File: src/rtl/efd_pkg.sv
// Shared types, constants and helper functions for the escaped frame deframer.
// No dependencies; every other file imports this package.
`default_nettype none

package efd_pkg;

    // Field widths.
    localparam int BYTE_W   = 8;
    localparam int LEN_W    = 14;
    localparam int HALF_W   = 7;
    localparam int KIND_W   = 2;
    localparam int ERR_W    = 3;
    localparam int CFG_IDX_W = 2;

    // Default depth of the queue between classifier and frame engine.
    localparam int QUEUE_DEPTH_DEF = 4;

    // Register reset values.
    localparam logic [BYTE_W-1:0] START_CODE_RST  = 8'd254;
    localparam logic [BYTE_W-1:0] END_CODE_RST    = 8'd255;
    localparam logic [BYTE_W-1:0] ESCAPE_CODE_RST = 8'd253;

    // Configuration register indexes.
    typedef enum logic [CFG_IDX_W-1:0] {
        CFG_START_CODE  = 2'd0,
        CFG_END_CODE    = 2'd1,
        CFG_ESCAPE_CODE = 2'd2
    } cfg_idx_t;

    // Byte class found by the front end.
    typedef enum logic [1:0] {
        CLS_START = 2'd0,
        CLS_END   = 2'd1,
        CLS_ESC   = 2'd2,
        CLS_DATA  = 2'd3
    } cls_t;

    // Result kinds.
    typedef enum logic [KIND_W-1:0] {
        KIND_BYTE = 2'd0,
        KIND_DONE = 2'd1,
        KIND_ERR  = 2'd2
    } kind_t;

    // Error codes.
    typedef enum logic [ERR_W-1:0] {
        ERR_OUTSIDE       = 3'd0,
        ERR_BAD_ESCAPE    = 3'd1,
        ERR_TOO_LONG      = 3'd2,
        ERR_STRAY_END     = 3'd3,
        ERR_RESTART       = 3'd4,
        ERR_DOUBLE_ESCAPE = 3'd5,
        ERR_EARLY_END     = 3'd6
    } err_t;

    // Header progress of the open frame.
    typedef enum logic [1:0] {
        HDR_HIGH    = 2'd0,
        HDR_LOW     = 2'd1,
        HDR_PAYLOAD = 2'd2
    } hdr_phase_t;

    // One classified item as it travels through the queue.
    typedef struct packed {
        cls_t              cls;
        logic [BYTE_W-1:0] data;
    } efd_item_t;

    // Number of escape indexes that map to a reserved byte.
    localparam logic [BYTE_W-1:0] RESERVED_COUNT = 8'd3;

    // Reserved byte for an escape index 0..2.
    function automatic logic [BYTE_W-1:0] unescape_index(input logic [1:0] idx);
        logic [BYTE_W-1:0] val;
        case (idx)
            2'd0:    val = 8'd253;
            2'd1:    val = 8'd254;
            2'd2:    val = 8'd255;
            default: val = 8'd0;
        endcase
        return val;
    endfunction

endpackage

`default_nettype wire

File: src/rtl/efd_front.sv
// Front end: holds the code registers and classifies each received byte.
// Depends on efd_pkg.
`default_nettype none

module efd_front (
    input  wire logic                         clk,
    input  wire logic                         rst_n,
    input  wire logic                         cfg_we,
    input  wire logic [efd_pkg::CFG_IDX_W-1:0] cfg_index,
    input  wire logic [efd_pkg::BYTE_W-1:0]   cfg_data,
    input  wire logic [efd_pkg::BYTE_W-1:0]   rx_byte,
    output efd_pkg::efd_item_t                item
);
    import efd_pkg::*;

    logic [BYTE_W-1:0] start_code_reg;
    logic [BYTE_W-1:0] end_code_reg;
    logic [BYTE_W-1:0] escape_code_reg;

    // Configuration writes; an index beyond the list is ignored.
    always_ff @(posedge clk or negedge rst_n)
    begin
        if (!rst_n)
        begin
            start_code_reg  <= START_CODE_RST;
            end_code_reg    <= END_CODE_RST;
            escape_code_reg <= ESCAPE_CODE_RST;
        end
        else if (cfg_we)
        begin
            case (cfg_index)
                CFG_START_CODE:  start_code_reg  <= cfg_data;
                CFG_END_CODE:    end_code_reg    <= cfg_data;
                CFG_ESCAPE_CODE: escape_code_reg <= cfg_data;
                default:         ;
            endcase
        end
    end

    // Classification; start wins over end, end over escape.
    always_comb
    begin
        item.data = rx_byte;
        if (rx_byte == start_code_reg)
        begin
            item.cls = CLS_START;
        end
        else if (rx_byte == end_code_reg)
        begin
            item.cls = CLS_END;
        end
        else if (rx_byte == escape_code_reg)
        begin
            item.cls = CLS_ESC;
        end
        else
        begin
            item.cls = CLS_DATA;
        end
    end

endmodule

`default_nettype wire

File: src/rtl/efd_queue.sv
// Short queue of classified items between the front end and the frame engine.
// Depends on efd_pkg.
`default_nettype none

module efd_queue #(
    parameter int DEPTH = efd_pkg::QUEUE_DEPTH_DEF
) (
    input  wire logic                clk,
    input  wire logic                rst_n,
    input  wire logic                push,
    input  wire efd_pkg::efd_item_t  push_item,
    output logic                     full,
    input  wire logic                pop,
    output logic                     empty,
    output efd_pkg::efd_item_t       pop_item
);
    import efd_pkg::*;

    localparam int PTR_W = (DEPTH > 1) ? $clog2(DEPTH) : 1;
    localparam int CNT_W = $clog2(DEPTH + 1);
    localparam logic [PTR_W-1:0] LAST_PTR = PTR_W'(DEPTH - 1);
    localparam logic [CNT_W-1:0] FULL_CNT = CNT_W'(DEPTH);

    efd_item_t          mem [DEPTH];
    logic [PTR_W-1:0]   wr_ptr_reg;
    logic [PTR_W-1:0]   wr_ptr_next;
    logic [PTR_W-1:0]   rd_ptr_reg;
    logic [PTR_W-1:0]   rd_ptr_next;
    logic [CNT_W-1:0]   count_reg;
    logic [CNT_W-1:0]   count_next;

    assign full     = (count_reg == FULL_CNT);
    assign empty    = (count_reg == '0);
    assign pop_item = mem[rd_ptr_reg];

    // Pointer and fill count updates.
    always_comb
    begin
        wr_ptr_next = wr_ptr_reg;
        rd_ptr_next = rd_ptr_reg;
        count_next  = count_reg;
        if (push)
        begin
            wr_ptr_next = (wr_ptr_reg == LAST_PTR) ? '0 : wr_ptr_reg + 1'b1;
        end
        if (pop)
        begin
            rd_ptr_next = (rd_ptr_reg == LAST_PTR) ? '0 : rd_ptr_reg + 1'b1;
        end
        if (push && !pop)
        begin
            count_next = count_reg + 1'b1;
        end
        else if (pop && !push)
        begin
            count_next = count_reg - 1'b1;
        end
    end

    always_ff @(posedge clk or negedge rst_n)
    begin
        if (!rst_n)
        begin
            wr_ptr_reg <= '0;
            rd_ptr_reg <= '0;
            count_reg  <= '0;
        end
        else
        begin
            wr_ptr_reg <= wr_ptr_next;
            rd_ptr_reg <= rd_ptr_next;
            count_reg  <= count_next;
        end
    end

    // Storage array; entries carry no reset.
    always_ff @(posedge clk)
    begin
        if (push)
        begin
            mem[wr_ptr_reg] <= push_item;
        end
    end

    // The fill count never runs past the depth.
    a_count_bound: assert property (@(posedge clk) disable iff (!rst_n)
        count_reg <= FULL_CNT)
        else $error("queue count exceeds depth");

    // Nothing is taken from an empty queue.
    a_no_pop_empty: assert property (@(posedge clk) disable iff (!rst_n)
        pop |-> !empty)
        else $error("pop from empty queue");

    // A lone push raises the count by one.
    a_push_count: assert property (@(posedge clk) disable iff (!rst_n)
        (push && !pop) |=> (count_reg == $past(count_reg) + 1'b1))
        else $error("queue count did not follow a push");

endmodule

`default_nettype wire

File: src/rtl/efd_back.sv
// Frame engine: tracks frame, header and escape state and registers results.
// Depends on efd_pkg.
`default_nettype none

module efd_back (
    input  wire logic                        clk,
    input  wire logic                        rst_n,
    input  wire logic                        q_empty,
    input  wire efd_pkg::efd_item_t          q_item,
    output logic                             q_pop,
    output logic                             out_valid,
    input  wire logic                        out_stall,
    output logic [efd_pkg::KIND_W-1:0]       kind,
    output logic [efd_pkg::BYTE_W-1:0]       byte_value,
    output logic [efd_pkg::LEN_W-1:0]        position,
    output logic [efd_pkg::ERR_W-1:0]        fault_code
);
    import efd_pkg::*;

    // Frame state.
    logic              in_frame_reg;
    logic              in_frame_next;
    logic              esc_pend_reg;
    logic              esc_pend_next;
    hdr_phase_t        hdr_reg;
    hdr_phase_t        hdr_next;
    logic [HALF_W-1:0] hi_len_reg;
    logic [HALF_W-1:0] hi_len_next;
    logic [LEN_W-1:0]  decl_len_reg;
    logic [LEN_W-1:0]  decl_len_next;
    logic [LEN_W-1:0]  byte_cnt_reg;
    logic [LEN_W-1:0]  byte_cnt_next;

    // Output register.
    logic              out_valid_reg;
    logic              out_valid_next;
    kind_t             kind_reg;
    kind_t             res_kind;
    logic [BYTE_W-1:0] value_reg;
    logic [BYTE_W-1:0] res_value;
    logic [LEN_W-1:0]  pos_reg;
    logic [LEN_W-1:0]  res_pos;
    err_t              err_reg;
    err_t              res_err;
    logic              res_valid;

    logic              bad_index;
    logic [BYTE_W-1:0] payload_byte;

    // Take the next item whenever the output register is free or draining.
    assign q_pop = !q_empty && (!out_valid_reg || !out_stall);

    assign bad_index    = (q_item.data >= RESERVED_COUNT);
    assign payload_byte = esc_pend_reg ? unescape_index(q_item.data[1:0]) : q_item.data;

    // Next frame state for the item at the head of the queue.
    always_comb
    begin
        in_frame_next = in_frame_reg;
        esc_pend_next = esc_pend_reg;
        hdr_next      = hdr_reg;
        hi_len_next   = hi_len_reg;
        decl_len_next = decl_len_reg;
        byte_cnt_next = byte_cnt_reg;
        if (q_pop)
        begin
            case (q_item.cls)
                CLS_START:
                begin
                    in_frame_next = 1'b1;
                    hdr_next      = HDR_HIGH;
                    byte_cnt_next = '0;
                    esc_pend_next = 1'b0;
                end
                CLS_END:
                begin
                    in_frame_next = 1'b0;
                end
                CLS_ESC:
                begin
                    if (in_frame_reg)
                    begin
                        esc_pend_next = 1'b1;
                        if (esc_pend_reg)
                        begin
                            in_frame_next = 1'b0;
                        end
                    end
                end
                CLS_DATA:
                begin
                    if (in_frame_reg)
                    begin
                        if (hdr_reg == HDR_HIGH)
                        begin
                            hi_len_next = q_item.data[HALF_W-1:0];
                            hdr_next    = HDR_LOW;
                        end
                        else if (hdr_reg == HDR_LOW)
                        begin
                            decl_len_next = {hi_len_reg, q_item.data[HALF_W-1:0]};
                            hdr_next      = HDR_PAYLOAD;
                        end
                        else
                        begin
                            esc_pend_next = 1'b0;
                            if (esc_pend_reg && bad_index)
                            begin
                                in_frame_next = 1'b0;
                            end
                            else if (byte_cnt_reg >= decl_len_reg)
                            begin
                                in_frame_next = 1'b0;
                            end
                            else
                            begin
                                byte_cnt_next = byte_cnt_reg + 1'b1;
                            end
                        end
                    end
                end
                default: ;
            endcase
        end
    end

    // Result for the item at the head of the queue.
    always_comb
    begin
        res_valid = 1'b0;
        res_kind  = KIND_ERR;
        res_value = '0;
        res_pos   = '0;
        res_err   = ERR_OUTSIDE;
        case (q_item.cls)
            CLS_START:
            begin
                res_valid = in_frame_reg;
                res_err   = ERR_RESTART;
            end
            CLS_END:
            begin
                res_valid = 1'b1;
                if (!in_frame_reg)
                begin
                    res_err = ERR_STRAY_END;
                end
                else if (hdr_reg == HDR_PAYLOAD && byte_cnt_reg == decl_len_reg)
                begin
                    res_kind = KIND_DONE;
                    res_pos  = decl_len_reg;
                end
                else
                begin
                    res_err = ERR_EARLY_END;
                end
            end
            CLS_ESC:
            begin
                if (!in_frame_reg)
                begin
                    res_valid = 1'b1;
                end
                else if (esc_pend_reg)
                begin
                    res_valid = 1'b1;
                    res_err   = ERR_DOUBLE_ESCAPE;
                end
            end
            CLS_DATA:
            begin
                if (!in_frame_reg)
                begin
                    res_valid = 1'b1;
                end
                else if (hdr_reg == HDR_PAYLOAD)
                begin
                    res_valid = 1'b1;
                    if (esc_pend_reg && bad_index)
                    begin
                        res_err = ERR_BAD_ESCAPE;
                    end
                    else if (byte_cnt_reg >= decl_len_reg)
                    begin
                        res_err = ERR_TOO_LONG;
                    end
                    else
                    begin
                        res_kind  = KIND_BYTE;
                        res_value = payload_byte;
                        res_pos   = byte_cnt_reg;
                    end
                end
            end
            default: ;
        endcase
    end

    // The output register loads on a pop and drains when taken.
    assign out_valid_next = q_pop ? res_valid : (out_valid_reg && out_stall);

    always_ff @(posedge clk or negedge rst_n)
    begin
        if (!rst_n)
        begin
            in_frame_reg  <= 1'b0;
            esc_pend_reg  <= 1'b0;
            hdr_reg       <= HDR_HIGH;
            hi_len_reg    <= '0;
            decl_len_reg  <= '0;
            byte_cnt_reg  <= '0;
            out_valid_reg <= 1'b0;
        end
        else
        begin
            in_frame_reg  <= in_frame_next;
            esc_pend_reg  <= esc_pend_next;
            hdr_reg       <= hdr_next;
            hi_len_reg    <= hi_len_next;
            decl_len_reg  <= decl_len_next;
            byte_cnt_reg  <= byte_cnt_next;
            out_valid_reg <= out_valid_next;
        end
    end

    // Result payload; no reset needed.
    always_ff @(posedge clk)
    begin
        if (q_pop && res_valid)
        begin
            kind_reg  <= res_kind;
            value_reg <= res_value;
            pos_reg   <= res_pos;
            err_reg   <= res_err;
        end
    end

    assign out_valid  = out_valid_reg;
    assign kind       = kind_reg;
    assign byte_value = value_reg;
    assign position   = pos_reg;
    assign fault_code = err_reg;

    // The payload count never passes the declared length.
    a_cnt_bound: assert property (@(posedge clk) disable iff (!rst_n)
        byte_cnt_reg <= decl_len_reg)
        else $error("byte count exceeds declared length");

    // A payload byte result always lies inside the declared length.
    a_byte_pos: assert property (@(posedge clk) disable iff (!rst_n)
        (q_pop && res_valid && res_kind == KIND_BYTE) |=> (pos_reg < decl_len_reg))
        else $error("payload position outside declared length");

    // A waiting result is never overwritten.
    a_hold: assert property (@(posedge clk) disable iff (!rst_n)
        (out_valid_reg && out_stall) |-> !q_pop)
        else $error("result overwritten while stalled");

    // Error codes only accompany error results.
    a_err_zero: assert property (@(posedge clk) disable iff (!rst_n)
        (out_valid_reg && kind_reg != KIND_ERR) |-> (err_reg == ERR_OUTSIDE))
        else $error("nonzero error code on a non-error result");

endmodule

`default_nettype wire

File: src/rtl/escaped_frame_deframer.sv
// Top level of the escaped frame deframer: classifier, queue and frame engine.
// Depends on efd_pkg, efd_front, efd_queue and efd_back.
//
//   Channel   Handshake             Payload
//   -------   -------------------   ------------------------------------------
//   input     in_valid / in_stall   rx_byte
//   output    out_valid/out_stall   kind, byte_value, position, fault_code
//   config    cfg_we                cfg_index, cfg_data
//
// One item is accepted per cycle while the queue has room; its result, if any,
// follows the item through the queue write, then the result register. The frame
// engine settles one item per cycle unless a held result is stalled; this sets the rate.
// Reset (rst_n low, asynchronous) empties the queue, closes any frame and
// restores the default codes. A stalled output holds its result; the queue
// absorbs up to QUEUE_DEPTH items before in_stall rises.
`default_nettype none

module escaped_frame_deframer #(
    parameter int QUEUE_DEPTH = efd_pkg::QUEUE_DEPTH_DEF
) (
    input  wire logic                          clk,
    input  wire logic                          rst_n,
    input  wire logic                          cfg_we,
    input  wire logic [efd_pkg::CFG_IDX_W-1:0] cfg_index,
    input  wire logic [efd_pkg::BYTE_W-1:0]    cfg_data,
    input  wire logic                          in_valid,
    output logic                               in_stall,
    input  wire logic [efd_pkg::BYTE_W-1:0]    rx_byte,
    output logic                               out_valid,
    input  wire logic                          out_stall,
    output logic [efd_pkg::KIND_W-1:0]         kind,
    output logic [efd_pkg::BYTE_W-1:0]         byte_value,
    output logic [efd_pkg::LEN_W-1:0]          position,
    output logic [efd_pkg::ERR_W-1:0]          fault_code
);
    import efd_pkg::*;

    efd_item_t front_item;
    efd_item_t head_item;
    logic      q_full;
    logic      q_empty;
    logic      q_pop;
    logic      q_push;

    // Input side stalls only when the queue is full.
    assign in_stall = q_full;
    assign q_push   = in_valid && !q_full;

    efd_front u_front (
        .clk       (clk),
        .rst_n     (rst_n),
        .cfg_we    (cfg_we),
        .cfg_index (cfg_index),
        .cfg_data  (cfg_data),
        .rx_byte   (rx_byte),
        .item      (front_item)
    );

    efd_queue #(
        .DEPTH (QUEUE_DEPTH)
    ) u_queue (
        .clk       (clk),
        .rst_n     (rst_n),
        .push      (q_push),
        .push_item (front_item),
        .full      (q_full),
        .pop       (q_pop),
        .empty     (q_empty),
        .pop_item  (head_item)
    );

    efd_back u_back (
        .clk        (clk),
        .rst_n      (rst_n),
        .q_empty    (q_empty),
        .q_item     (head_item),
        .q_pop      (q_pop),
        .out_valid  (out_valid),
        .out_stall  (out_stall),
        .kind       (kind),
        .byte_value (byte_value),
        .position   (position),
        .fault_code (fault_code)
    );

endmodule

`default_nettype wire

File: config.mk
export PLATFORM = sky130hd
export DESIGN_NAME = escaped_frame_deframer
export DESIGN_NICKNAME = d
export VERILOG_FILES = /design/src/rtl/efd_pkg.sv /design/src/rtl/efd_front.sv /design/src/rtl/efd_queue.sv /design/src/rtl/efd_back.sv /design/src/rtl/escaped_frame_deframer.sv
export SDC_FILE = /design/constraint.sdc
export NUM_CORES = 1
export LEC_CHECK = 0
export BUFFER_PORTS_ARGS = -buffer_cell sky130_fd_sc_hd__buf_2
export CAP_MARGIN = 15
export CORE_MARGIN = 2
export CORE_UTILIZATION = 38
export DETAILED_ROUTE_END_ITERATION = 8
export MAX_ROUTING_LAYER = met4
export PLACE_DENSITY = 0.55
export SLEW_MARGIN = 40
export SYNTH_ARGS = -nofsm -noshare
export SYNTH_HDL_FRONTEND = slang
export SYNTH_HIERARCHICAL = 1
export SYNTH_SLANG_ARGS = --single-unit
File: constraint.sdc
create_clock -name clk -period 9.71 [get_ports clk]
set_clock_uncertainty 0.05 [all_clocks]
set_input_delay 1.4565 -clock clk [delete_from_list [all_inputs] [get_ports clk]]
set_output_delay 1.4565 -clock clk [all_outputs]
set_load 0.02 [all_outputs]
# Yosys cells after proc, flatten, opt, wreduce, memory -nomap -nowiden
# Memory sizes are Yosys's and may differ from the RTL's.
# Cells that the tools add are included.
[op_classes] add_sub_neg=5 multipliers=0 div_mod_pow=0 magnitude_cmp=2 eq_ne=23 shift=0 mux=63 bitwise=4 reduce_logical=32
[op_table] op="two-way mux 14 bit" n=11
[op_table] op="one-hot mux 14 bit (2 select lines)" n=2
[op_table] op="two-way mux 2 bit" n=14
[op_table] op="two-way mux 3 bit" n=9
[op_table] op="equality test 8 bit" n=3
[op_table] op="one-hot mux 8 bit (3 select lines)" n=1
[op_table] op="two-way mux 1 bit" n=19
[op_table] op="adder 14 x 1 -> 14 bit (second input constant)" n=1
[op_table] op="equality test 14 bit" n=1
[op_table] op="equality test 2 bit (second input constant)" n=7
[op_table] op=">= comparator 14 bit" n=1
[op_table] op="one-hot mux 3 bit (4 select lines)" n=1
[op_table] op="equality test 2 x 1 -> 1 bit (second input constant)" n=4
[op_table] op=">= comparator 8 x 2 -> 1 bit (second input constant)" n=1
[op_table] op="logical AND 1 bit" n=8
[op_table] op="logical NOT 2 bit" n=4
[op_table] op="two-way mux 8 bit" n=1
[op_table] op="inequality test 2 bit (second input constant)" n=4
[op_table] op="one-hot mux 1 bit (4 select lines)" n=2
[op_table] op="one-hot mux 2 bit (2 select lines)" n=2
[op_table] op="AND reduction 4 bit" n=2
[op_table] op="AND reduction 7 bit" n=1
[op_table] op="logical NOT 1 bit" n=6
[op_table] op="AND reduction 2 bit" n=3
[op_table] op="other kinds (15)" n=21
[word_totals] reg_bits=98 latch_bits=0 mem_bits_rw=40 rom_bits=0 inputBits=23 output_inout_bits=29 elab_cells=147 memories=1
[memory_table] name="u_queue.mem" words=4 width=10 rd=1 rd_clocked_by_memory_dff=0 wr=1 line="efd_queue.sv:24" source="efd_item_t mem [DEPTH];"

# Logic depth before layout (Yosys ltp)
# An unclocked memory read counts as a cell.
[logic_depth] word_depth=8 mapped_depth=10 depth_no_buf=10

# By module
# Netlist, hierarchy kept.
[modules_own_cells] module="efd_back" instances=1 cells_per_inst=313 area_each_um2=3458.3 seq_area_each_um2=1811.7
[modules_own_cells] module="efd_queue" instances=1 cells_per_inst=89 area_each_um2=1861.8 seq_area_each_um2=1376.3
[modules_own_cells] module="efd_front" instances=1 cells_per_inst=93 area_each_um2=1266.2 seq_area_each_um2=628.1
[modules_own_cells] module="escaped_frame_deframer" instances=1 cells_per_inst=1 area_each_um2=13.8 seq_area_each_um2=0.0

# Worst setup path before layout
# Ideal clock, no wire load.
[synth_timing] kind="input to register" from="input port out_stall" to="register u_back.value_reg[0], in the netlist u_back/byte_value[0] (enable)" setup_time_ns=0.447 t_arrival_ns=3.618 required_ns=9.213 slack_ns=5.595 stages=2 path_buffers=0 path_cell_list="a21o_1 > nor3_1"
[synth_via] elab_chain_cells=4
[synth_rtl] element="from (decl)" line="escaped_frame_deframer.sv:30" source="input wire logic out_stall,"
[synth_rtl] element="logical NOT 1 bit" line="efd_back.sv:51" source="assign q_pop = !q_empty && (!out_valid_reg || !out_stall);"
[synth_rtl] element="logical OR 1 bit" line="efd_back.sv:51"
[synth_rtl] element="logical AND 1 bit" line="efd_back.sv:51"
[synth_rtl] element="logical AND 1 bit" line="efd_back.sv:229" source="if (q_pop && res_valid)"
[synth_rtl] element="to (signal assigned)" line="efd_back.sv:232" source="value_reg <= res_value;"
[synth_rtl] element="to (decl)" line="efd_back.sv:39" source="logic [BYTE_W-1:0] value_reg;"
# No other way between the ends.
# A chain may end at the register's enable or synchronous reset.

==> run_results.csv <==
group,metric,value,unit
cells_and_area,fill_cells,1559,
cells_and_area,final_cell_mix,"edfxtp_1, buf_2, dfrtp_1",
worst_setup_path,path_cells,"mux4_1 > or4_4 > o41ai_4 > a41oi_2 > and4bb_2 > nor2_2 > or4_1 > a21oi_1",
synthesis,synth_top_family_by_area,"multiplexers",
worst_setup_path,crit_path_max_fanout,18,
hold_path,worstHoldStart,"u_back/out_valid",
sta,rsz0062_at_grt,"false",
global_routing,grt_pass1_wl,21.4,mm
synthesis,ys_top_cells_by_area,"edfxtp_1, dfrtp_1, dfstp_2",
synthesis,yosys.area_share.simple,9.91,%
worst_setup_path,worstRegToRegCells,8,
drt,topRoutingLayerUsed,"met4",
place,port_buffers,51,
cts,cts-resized-gates,0,
die,row_count,48,
synthesis,synth_xor_area_share,4.11,%
synthesis,synth_nets,544,
power,power_density,278,mW/mm2
cells_and_area,top_register,"u_queue/mem",
power,p_leak,3.07,nW
worst_setup_path,worstPathArrival,4300,ps
place,dpl_cell_area,0.00705,mm2
sta,drv_slew,0,
hold_path,min_path_cells,1,
hold_path,hold_path_end,"u_back/out_valid",
sta,setup_viol,0,
worst_setup_path,cp.required,10000,ps
drt,met1_length,5.60,mm
cells_and_area,layout-drive-gt1-share,30.9,%
power,ir_drop,0.000155,V
drt,routed_via_density,5.15,
cells_and_area,layout.nets,594,
global_routing,track_usage,15.8,%
place,hpwl,9.37,mm
synthesis,synth_compound_area_share,7.91,%
global_routing,grt_start_max_net_pins,72,
cells_and_area,final_common_cell,"edfxtp_1",
cells_and_area,layout-area-overhead-vs-synth,16.0,%
sta,slew-limit-headroom,53.8,%
job,max_cap_violations,0,
cts,clkTransAtPathRegs,60,ps
outcome,status,"finished clean",
cts,post_cts_buffers,0,
die,coreArea,0.0171,mm2
worst_setup_path,max_stage_delay,790,ps
synthesis,synth.avg_cell_area,13.3,um2
synthesis,ys_types,55,
worst_setup_path,setup.worst_path.class,"flip-flop to flip-flop",
cts,cts_inserted_buffers,17,
synthesis,synth_mux_area_share,12.1,%
drt,wl_per_cell,16.8,um
cells_and_area,fin_util,44.7,%
drt,routed_wl,13.2,mm
cells_and_area,largest_register_ffs,40,
cts,h-tree-depth,4,
drt,ant_nets,0,
synthesis,synth_seq_cells,138,
worst_setup_path,slowest_stage,"dfrtp_1",
global_routing,grt_overflow,0,
die,die_x,136,um
worst_setup_path,cp.buffers_inverters,0,
global_routing,grt_pass1_vias,4109,
cts,cts_tree,"yes",
cells_and_area,finalInstanceArea,0.00766,mm2
synthesis,syn_area,0.00660,mm2
synthesis,synthCells,496,
drt,vias,4034,
synthesis,yosys_warnings,6,
global_routing,antenna_found_initial,0,
worst_setup_path,rrSetupSlack,5700,ps
cts,clock_sinks,138,
cts,cts_hold_buf,0,
synthesis,synth_top_area_cell,"edfxtp_1",
die,die_area,0.0184,mm2
sta,fin_setup_tns,0,ps
sta,worstMarginPinSlew,692,ps
drt,wl_met2,6.71,mm
sta,hold_violations,0,
cts,clockBufferDepth,2,
synthesis,yosysTopAreaCellShare,30.5,%
drt,drc,0,
sta,period_share,41.3,%
synthesis,synth_ff_type,"edfxtp_1",
cts,worstSkewPairLatency,420,ps
worst_setup_path,start_kind,"flip-flop",
drt,met3_wirelength,513,um
sta,fmax,249,MHz
die,io_pins,52,
synthesis,synth-edff-count,67,
place,gp_congestion,0.816,
synthesis,ys_seq_area_share,57.8,%
drt,drt_iter0_markers,173,
hold_path,holdCritPathClass,"flip-flop to flip-flop",
die,die_h,136,um
sta,fin_crit,4010,ps
drt,dr.pass1.iters,4,
power,p_total,0.00213,W
worst_setup_path,r2r-start,"u_queue/rd_ptr_reg[0]",
cells_and_area,n_antenna_cell,0,
synthesis,ys_async_sr_fraction,51.4,%
cts,cts_root_buffer,"clkbuf_16",
worst_setup_path,crit_family,"simple AND/OR/NAND/NOR gates",
worst_setup_path,r2r-end,"u_back/byte_cnt_reg[9]",
worst_setup_path,endpoint_kind,"flip-flop",
die,initial_utilization,38.6,%
synthesis,synth-adder-area-share,4.85,%
[worst max-delay path by stage]
stage / startpoint / end / slack (ps) / cells after the start
final: u_queue/rd_ptr_reg[0] / u_back/byte_cnt_reg[9] / 5700 / 8
after detailed placement: u_queue/rd_ptr_reg[0] / u_back/byte_cnt_reg[9] / 5680 / 8
after CTS: u_queue/rd_ptr_reg[0] / u_back/byte_cnt_reg[9] / 5650 / 8
after floorplan: out_stall / u_back/byte_value[0] / 5590 / 2
after global placement: u_queue/rd_ptr_reg[0] / u_back/byte_cnt_reg[9] / 5780 / 8
after global routing: u_queue/rd_ptr_reg[0] / u_back/byte_cnt_reg[9] / 5460 / 8
[layout make-up]
cell class	instances	area [um2]	area share, %
inverter	24	90.1	1.18
tap	225	282	3.68
sequential	138	3820	49.8
timing repair buffer	54	282	3.68
clock buffer	24	526	6.86
clock inverter	8	80.1	1.05
multi-input combinational	311	2580	33.7
[per-layer routing]
metal / vias to the layer above / GRT usage, %
met2: 92 / 26.4
met5: - / -
met1: 1999 / 18.4
met3: 23 / 4.08
met4: 0 / 5.96
li1: 1920 / -
[through the flow]
step / cells / hold slack [ps] / worst slack [ps]
final: 784 / 461 / 5700
after global routing: 784 / 486 / 5460
after floorplan: 496 / 406 / 5590
after CTS: 784 / 459 / 5650
after detailed placement: 752 / 446 / 5680
after global placement: 752 / 425 / 5780
[worst reg2reg max path, stage by stage, from the launching register on]
cell      delay [ps]
dfrtp_1          790
mux4_1           730
or4_4            520
o41ai_4          370
a41oi_2          270
and4bb_2         420
nor2_2           140
or4_1            490
a21oi_1          160
[power breakdown]
group          internal, W  switching (W)  leakage (nW)
logic             0.000240       0.000345          1.28
clock network     0.000406       0.000244         0.288
registers         0.000793       0.000100          1.50
[Yosys cell counts, drive strengths merged (4+ instances only)]
master and number:
a21o 4, a21oi 18, a22o 13, and2 6, buf 10, clkbuf 13
dfrtp 49, dfstp 22, edfxtp 67, ha 24, inv 23, mux2 46
mux2i 5, mux4 10, nand2 27, nand2b 10, nand3 7, nand4 8
nor2 23, nor3 8, nor4 4, o21ai 23, or3 7, or4 5
xnor2 9, xor2 22
[kinds of logic after synthesis]
kind of cell	count (synthesis)
DFF	138
AOI/OAI and AO/OA	75
buffers and inverters	47
adders and majority gates	25
and+or+nand+nor	119
muxes	61
xor gates and xnor gates	31
Power figures use the tool's default switching activity.
